==> src/rtl/mmf_pkg.sv <==
package mmf_pkg;

  localparam int WINDOW   = 15;
  localparam int SAMPLE_W = 16;
  localparam int AGE_W    = (WINDOW > 2) ? $clog2(WINDOW) : 1;
  localparam int CNT_W    = $clog2(WINDOW + 1);
  localparam int MID      = WINDOW / 2;

  localparam logic [AGE_W-1:0] AGE_LAST = AGE_W'(WINDOW - 1);
  localparam logic [CNT_W-1:0] CNT_FULL = CNT_W'(WINDOW);

  // one slot of the sorted row
  typedef struct packed {
    logic                       vld;
    logic signed [SAMPLE_W-1:0] value;
    logic [AGE_W-1:0]           age;
  } slot_t;

  // flags a cell hands to its neighbors
  typedef struct packed {
    logic lt_new;    // slot sorts below the new sample
    logic at_del;    // slot at or above the one leaving
    logic lt_shift;  // lt_new after the leaving slot is closed up
  } cell_flags_t;

  // per-item data broadcast along the row
  typedef struct packed {
    logic                       en;
    logic                       clear;
    logic                       del_en;
    logic signed [SAMPLE_W-1:0] del_value;
    logic signed [SAMPLE_W-1:0] sample;
  } row_ctrl_t;

endpackage

==> src/rtl/mmf_cell.sv <==
module mmf_cell (
  input  logic                clk,
  input  logic                rst,
  input  mmf_pkg::row_ctrl_t  ctrl,
  input  mmf_pkg::slot_t      dn_slot,
  input  mmf_pkg::slot_t      up_slot,
  input  mmf_pkg::cell_flags_t dn_flags,
  input  logic                up_lt_new,
  output mmf_pkg::slot_t      slot_eff,
  output mmf_pkg::cell_flags_t flags,
  output logic                del_here,
  output mmf_pkg::slot_t      slot_next
);

  mmf_pkg::slot_t slot;
  mmf_pkg::slot_t src_cur;
  mmf_pkg::slot_t src_dn;

  always_comb begin
    slot_eff     = slot;
    slot_eff.vld = slot.vld && !ctrl.clear;

    del_here = slot_eff.vld && ctrl.del_en && (slot.age == mmf_pkg::AGE_LAST);

    flags.lt_new   = slot_eff.vld && (slot.value < ctrl.sample);
    flags.at_del   = ctrl.del_en && slot_eff.vld &&
                     ((slot.value > ctrl.del_value) || del_here);
    flags.lt_shift = flags.at_del ? up_lt_new : flags.lt_new;

    src_cur = flags.at_del ? up_slot : slot_eff;
    src_dn  = dn_flags.at_del ? slot_eff : dn_slot;

    if (flags.lt_shift) begin
      slot_next     = src_cur;
      slot_next.age = src_cur.age + 1'b1;
    end else if (dn_flags.lt_shift) begin
      slot_next.vld   = 1'b1;
      slot_next.value = ctrl.sample;
      slot_next.age   = '0;
    end else begin
      slot_next     = src_dn;
      slot_next.age = src_dn.age + 1'b1;
    end
  end

  always_ff @(posedge clk) begin
    if (rst) begin
      slot.vld <= 1'b0;
    end else if (ctrl.en) begin
      slot.vld <= slot_next.vld;
    end
    if (ctrl.en) begin
      slot.value <= slot_next.value;
      slot.age   <= slot_next.age;
    end
  end

endmodule

==> src/rtl/moving_median_filter.sv <==
// Running median over the last WINDOW samples of a record (mmf_pkg::WINDOW).
// Takes one item per clock while s_tready is high; the median of an item is
// loaded into the output register as the item is accepted. Samples live in
// a row of WINDOW cells kept sorted by value, each tagged with its age. Each
// item slides into place; once the row is full the oldest sample is closed
// up, so the middle cell then holds the median. A set start flag begins a
// new record with the item itself. No result until the record holds WINDOW
// samples. s_tready drops only while a result waits on m_tready.
module moving_median_filter (
  input  logic        clk,
  input  logic        rst,
  input  logic        s_tvalid,
  output logic        s_tready,
  input  logic [15:0] s_tdata,   // [15:0] sample
  input  logic [0:0]  s_tuser,   // [0] start_req
  output logic        m_tvalid,
  input  logic        m_tready,
  output logic [15:0] m_tdata    // [15:0] median
);

  localparam int N = mmf_pkg::WINDOW;

  mmf_pkg::row_ctrl_t   ctrl;
  mmf_pkg::slot_t       slot_eff  [N];
  mmf_pkg::slot_t       slot_next [N];
  mmf_pkg::slot_t       dn_slot   [N];
  mmf_pkg::slot_t       up_slot   [N];
  mmf_pkg::cell_flags_t flags     [N];
  mmf_pkg::cell_flags_t dn_flags  [N];
  logic                 up_lt_new [N];
  logic [N-1:0]         del_here;

  logic [mmf_pkg::CNT_W-1:0] cnt;
  logic [mmf_pkg::CNT_W-1:0] cnt_eff;
  logic [mmf_pkg::CNT_W-1:0] cnt_next;
  logic signed [mmf_pkg::SAMPLE_W-1:0] del_value;
  logic accept;

  assign s_tready = !m_tvalid || m_tready;
  assign accept   = s_tvalid && s_tready;

  always_comb begin
    cnt_eff   = s_tuser[0] ? '0 : cnt;
    cnt_next  = (cnt_eff == mmf_pkg::CNT_FULL) ? cnt_eff : cnt_eff + 1'b1;
    del_value = '0;
    for (int i = 0; i < N; i++) begin
      if (del_here[i]) begin
        del_value = del_value | slot_eff[i].value;
      end
    end
    ctrl.en        = accept;
    ctrl.clear     = s_tuser[0];
    ctrl.del_en    = (cnt_eff == mmf_pkg::CNT_FULL);
    ctrl.del_value = del_value;
    ctrl.sample    = s_tdata;
  end

  genvar g;
  generate
    for (g = 0; g < N; g++) begin : g_row
      if (g == 0) begin : g_first
        always_comb begin
          dn_slot[g]           = '0;
          dn_flags[g]          = '0;
          dn_flags[g].lt_shift = 1'b1;
        end
      end else begin : g_mid
        always_comb begin
          dn_slot[g]  = slot_eff[g-1];
          dn_flags[g] = flags[g-1];
        end
      end
      if (g == N - 1) begin : g_last
        always_comb begin
          up_slot[g]   = '0;
          up_lt_new[g] = 1'b0;
        end
      end else begin : g_below
        always_comb begin
          up_slot[g]   = slot_eff[g+1];
          up_lt_new[g] = flags[g+1].lt_new;
        end
      end

      mmf_cell u_cell (
        .clk       (clk),
        .rst       (rst),
        .ctrl      (ctrl),
        .dn_slot   (dn_slot[g]),
        .up_slot   (up_slot[g]),
        .dn_flags  (dn_flags[g]),
        .up_lt_new (up_lt_new[g]),
        .slot_eff  (slot_eff[g]),
        .flags     (flags[g]),
        .del_here  (del_here[g]),
        .slot_next (slot_next[g])
      );
    end
  endgenerate

  always_ff @(posedge clk) begin
    if (rst) begin
      cnt      <= '0;
      m_tvalid <= 1'b0;
    end else begin
      if (accept) begin
        cnt      <= cnt_next;
        m_tvalid <= (cnt_next == mmf_pkg::CNT_FULL);
      end else if (m_tready) begin
        m_tvalid <= 1'b0;
      end
    end
    if (accept) begin
      m_tdata <= slot_next[mmf_pkg::MID].value;
    end
  end

endmodule

==> config.mk <==
export PLATFORM = sky130hd
export DESIGN_NAME = moving_median_filter
export DESIGN_NICKNAME = d
export VERILOG_FILES = /design/src/rtl/mmf_pkg.sv /design/src/rtl/mmf_cell.sv /design/src/rtl/moving_median_filter.sv
export SDC_FILE = /design/constraint.sdc
export NUM_CORES = 2
export LEC_CHECK = 0
export ABC_AREA = 1
export ABC_CLOCK_PERIOD_IN_PS = 17500
export BUFFER_PORTS_ARGS = -buffer_cell sky130_fd_sc_hd__buf_4
export CELL_PAD_IN_SITES_DETAIL_PLACEMENT = 0
export CELL_PAD_IN_SITES_GLOBAL_PLACEMENT = 1
export CORE_MARGIN = 2
export CORE_UTILIZATION = 30
export DETAILED_ROUTE_END_ITERATION = 6
export PLACE_DENSITY = 0.65
export SKIP_LAST_GASP = 1
export SLEW_MARGIN = 20
export SYNTH_ARGS = -nofsm -noshare
export SYNTH_HDL_FRONTEND = slang
export SYNTH_SLANG_ARGS = --single-unit
export TNS_END_PERCENT = 1
==> constraint.sdc <==
create_clock -name clk -period 17.5 [get_ports clk]
set_clock_uncertainty 0.05 [all_clocks]
set_input_delay 2.625 -clock clk [delete_from_list [all_inputs] [get_ports clk]]
set_output_delay 2.625 -clock clk [all_outputs]
set_load 0.005 [all_outputs]
# Word-level counts from Yosys, hierarchy flattened
# Index checks and enable logic that the tools add are counted.
[totals]
reg_bits = 320
latchBits = 0
mem_bits_rw = 0
romBits = 0
in_bits = 21
out_inout_bits = 18
n_memories = 0
[op_classes]
add_sub_neg = 16
n_mul = 0
div = 0
n_lt_le_gt_ge = 30
n_eq_ne = 18
n_shift = 0
mux = 78
bitwise = 14
n_reduce_logical = 96
[ops]
columns = ["op", "n"]
rows = [
  ["21-bit two-way mux", 44],
  ["16-bit greater-than comparator", 15],
  ["16-bit less-than comparator", 15],
  ["16-bit two-way mux", 15],
  ["16-bit OR", 14],
  ["1-bit logical AND", 76],
  ["4-bit equality test, second input constant", 17],
  ["4-bit by 1-bit adder with 4-bit output, second input constant", 16],
  ["1-bit two-way mux", 17],
  ["1-bit logical OR", 16],
  ["4-bit two-way mux", 2],
  ["1-bit logical NOT", 2],
  ["2-bit by 1-bit != test with 1-bit output, second input constant", 1],
  ["2-bit AND reduction", 1],
  ["2-bit nonzero test", 1],
]

# Logic depth before layout (Yosys ltp)
[depth]
depth_word = 40
depth_mapped = 37
depth_no_buf = 32

# Modules after synthesis
# A second synthesis with hierarchy kept.
[hier_totals]
hier_cells = 6588
area_unflattened_um2 = 45544.9
[modules_own_cells]
columns = ["module", "instances", "cells_per_inst", "area_each_um2", "seq_area_each_um2"]
rows = [
  ["mmf_cell at g_row[0].u_cell ...", 14, 416, 2890.3, 620.6],
  ["mmf_cell at g_row[14].u_cell", 1, 382, 2700.1, 620.6],
  ["moving_median_filter", 1, 382, 2381.0, 580.6],
]

# Least setup slack after synthesis
# No wires, ideal clock.
[synth_timing]
path_kind = "input-to-reg"
from = "in m_tready"
to = "reg g_row[13].u_cell.slot[20] (netlist name)"
setup_time_ps = 96
t_arrival_ps = 11883
required_time_ps = 17354
slack_ps = 5471
stages = 7
n_path_buf = 1
cell_sequence = "inv_1 nand2_1 nand2_1 inv_1 clkbuf_1 o21ai_0 a21oi_1"
[synth_via]
elab_chain_cells = 2
[synth_lines]
columns = ["item", "line", "text"]
rows = [
  ["from (decl)", "moving_median_filter.sv:17", "input logic m_tready,"],
  ["1-bit logical OR", "moving_median_filter.sv:39", "assign s_tready = !m_tvalid || m_tready;"],
  ["net s_tready", "moving_median_filter.sv:13", "output logic s_tready,"],
  ["1-bit logical AND", "moving_median_filter.sv:40", "assign accept = s_tvalid && s_tready;"],
  ["net accept", "moving_median_filter.sv:37", "logic accept;"],
  ["to (decl)", "mmf_cell.sv:15", "mmf_pkg::slot_t slot;"],
]
# The timed path passes the listed nets, and every way through them passes these cells.
# A chain may end at the register's enable or synchronous reset.

==> impl_metrics.toml <==
[route]
via_per_inst = 5.46
wl_um = 156000
wl_per_cell_um = 25.2
vias = 33900
drtAntennaViolNets = 0
drc = 0
dr.pass1.iters = 6
drt_iter0_markers = 3595

[timing]
tightest_slew_ns = 1.06
slew_headroom_pct = 29.0
fin_setup_tns_ns = 0
timing.hold.ws_ns = 0.408
fin_crit_sh_pct = 55.0
max_freq_mhz = 104
slew_viol_final = 0
final-hold-violation-count = 0
layout_min_cycle_time_ns = 9.62
setup_viol = 0
rsz0062_at_grt = "no"

[worst_hold_path]
min_path_cells = 2
hold_path.class = "flip-flop to flip-flop"

[critical_path]
worstPathRequired_ns = 17.77
cpPeakStageDelay_ns = 0.62
setup.worst_path.start_class = "input pin"
slowest_stage = "nor2_2"
critPathMaxFanout = 37
r2r_cells = 28
cp_data_arrival_time_ns = 9.89
crit_type = "input pin to flip-flop"
cp-end-kind = "flip-flop"

[final_layout]
drive_above_1_share_pct = 5.61
multi_input_area_mm2 = 0.0212
fin_cells = 6210
seq_area_mm2 = 0.00941
final_common_cell = "nand2_1"
final_core_utilization_pct = 33.0
area_growth_pct = 9.08
fillers = 12100
nNetsFinal = 5190
final_cell_mix = "nand2_1, ha_1, o21ai_0"

[synthesis]
ys_top_cells_by_area = "edfxtp_1, ha_1, nand2_1"
yosysWarningCount = 0
ys_seq_elements = 320
ys.flop_type = "edfxtp_1"
ys_seq_area_share_pct = 28.1
async_flop_share_pct = 0
netlist_instances = 4746
synth_top_area_share_pct = 26.9
synth_fp_nets = 5248
yosysUniqueCellTypes = 48
syn_area_mm2 = 0.0335
syn_avg_cell_area_um2 = 7.05
synth_top_area_cell = "edfxtp_1"
synth_edf_count = 300

[clock_tree]
cts_sinks = 320
cts_buffers = 47
clockBufferDepth = 3
path_clk_slew_ns = 0.06
ctsResizeCount = 0
clk_latency_ns = 0.63
h-tree-depth = 2
cts_tree = "done"
cts-root-buf = "clkbuf_16"
hold_buffers = 0
cts_setup_buffers = 0

[floorplan]
core_area_mm2 = 0.111
dieArea_mm2 = 0.114
initial_utilization_pct = 30.2
die_h_um = 338
io_pins = 39
die_x_um = 338
rows = 122

[placed_design]
gp_congestion = 0.952
place_hpwl_um = 116000
dpl.cell_count = 6127
io_buffers = 38

[power]
p_seq_share_pct = 38.9
comb_power_share_pct = 26.4
p_int_mw = 1.77
p_clk_share_pct = 34.8
leakage_nw = 16.7
p_sw_share_pct = 37.1
p_per_area_mw_per_mm2 = 77.1
irDropWorstVdd_uv = 70.8
power_mw = 2.82
p_switching_mw = 1.05

[grt]
met1_usage_pct = 37.1
grt_pass1_wl_um = 224000
antenna_found_initial = 1
grt_pass1_vias = 31700
grtUsageTotal_pct = 27.0
grt_use_met3_pct = 3.54
met2_usage_pct = 42.9
top_usage_layer = "met2"
grt_max_degree = 73
globalRouteOverflowTotal = 0

[status]
outcome = "complete, no violations"

[run]
drv_cap = 0
[flip-flops by register name, summed over array words and instances (netlist names)]
signal and cells:
cnt 4, m_tvalid 1, g_row.u_cell.slot_eff 300, g_row.u_cell.slot 15
[final cells by class]
class	instances	share of cell area [%]
tap	1488	5.10
clock buffer	63	3.53
sequential	320	25.8
clock inverter	19	0.511
antenna	1	0.00685
multi-input combinational	3750	58.2
inverter	470	4.86
timing repair buffer	99	2.06
[path summary, 6_finish.rpt]
| kind | start | endpoint | slack [ns] |
|---|---|---|---|
| max | s_tuser | g_row[0].u_cell.slot_eff[11]$_DFFE_PP_ | 7.88 |
| min reg2reg | g_row[0].u_cell.slot[20]$_SDFFE_PP0P_ | g_row[0].u_cell.slot[20]$_SDFFE_PP0P_ | 0.41 |
| max reg2reg | cnt[0]$_SDFFE_PP0P_ | g_row[0].u_cell.slot_eff[11]$_DFFE_PP_ | 9.71 |
| min | g_row[0].u_cell.slot[20]$_SDFFE_PP0P_ | g_row[0].u_cell.slot[20]$_SDFFE_PP0P_ | 0.41 |
[Yosys cell counts, drive strengths merged, types with 11 or more instances]
master  count
or2        62
nor4       12
buf       146
o211ai     26
dfxtp      20
edfxtp    300
nand3     409
nor3       36
nand4      50
nand3b     11
o22ai      56
xor2       15
nand2    1476
a21oi     275
nor2      240
o21ai     496
a221oi     19
clkbuf     60
inv       469
o21bai     19
ha        481
o221ai     13
o21a       28
[per-layer routing]
metal  share of wire [%]  routed length [um]
met1                  45               69700
met3                 6.9               10900
met5                   0                   0
met2                  44               69200
met4                 4.3                6700
[worst max-delay path: cells and delay by family]
family	cells	cell delay, ns
compound gates	8	1.39
fa+ha+maj	1	0.28
buf+inv	7	2.25
simple gates	11	3.28
[power by group through the flow]
stage | clock, mW | sequential [mW] | combinational (mW)
floorplan | 0 | 1.03 | 0.507
global placement | 0 | 1.11 | 0.721
detailed placement | 0 | 1.10 | 0.730
CTS | 0.995 | 1.09 | 0.734
global route | 1.02 | 1.10 | 0.844
finish | 0.979 | 1.09 | 0.742
[kinds of logic (layout without fill, tap and decap cells)]
family                     after synthesis  in the layout  share of synthesized area, %
DFF                                    320            320                          28.1
adders and majority gates              481            481                          18.0
buffers and inverters                  676            651                          8.65
xor gates and xnor gates                16             16                         0.419
AOI/OAI and AO/OA                      956            956                          15.8
and+or+nand+nor                       2297           2297                          29.1
other                                    0              1                             0
[metrics by stage]
step	setup WS, ns	cell area [um2]
after floorplan	5.47	33500
after global routing	7.41	36500
after global placement	7.45	35000
after CTS	8.07	36500
final	7.88	36500
after detailed placement	7.43	35000
(Power assumes the default switching activity.)
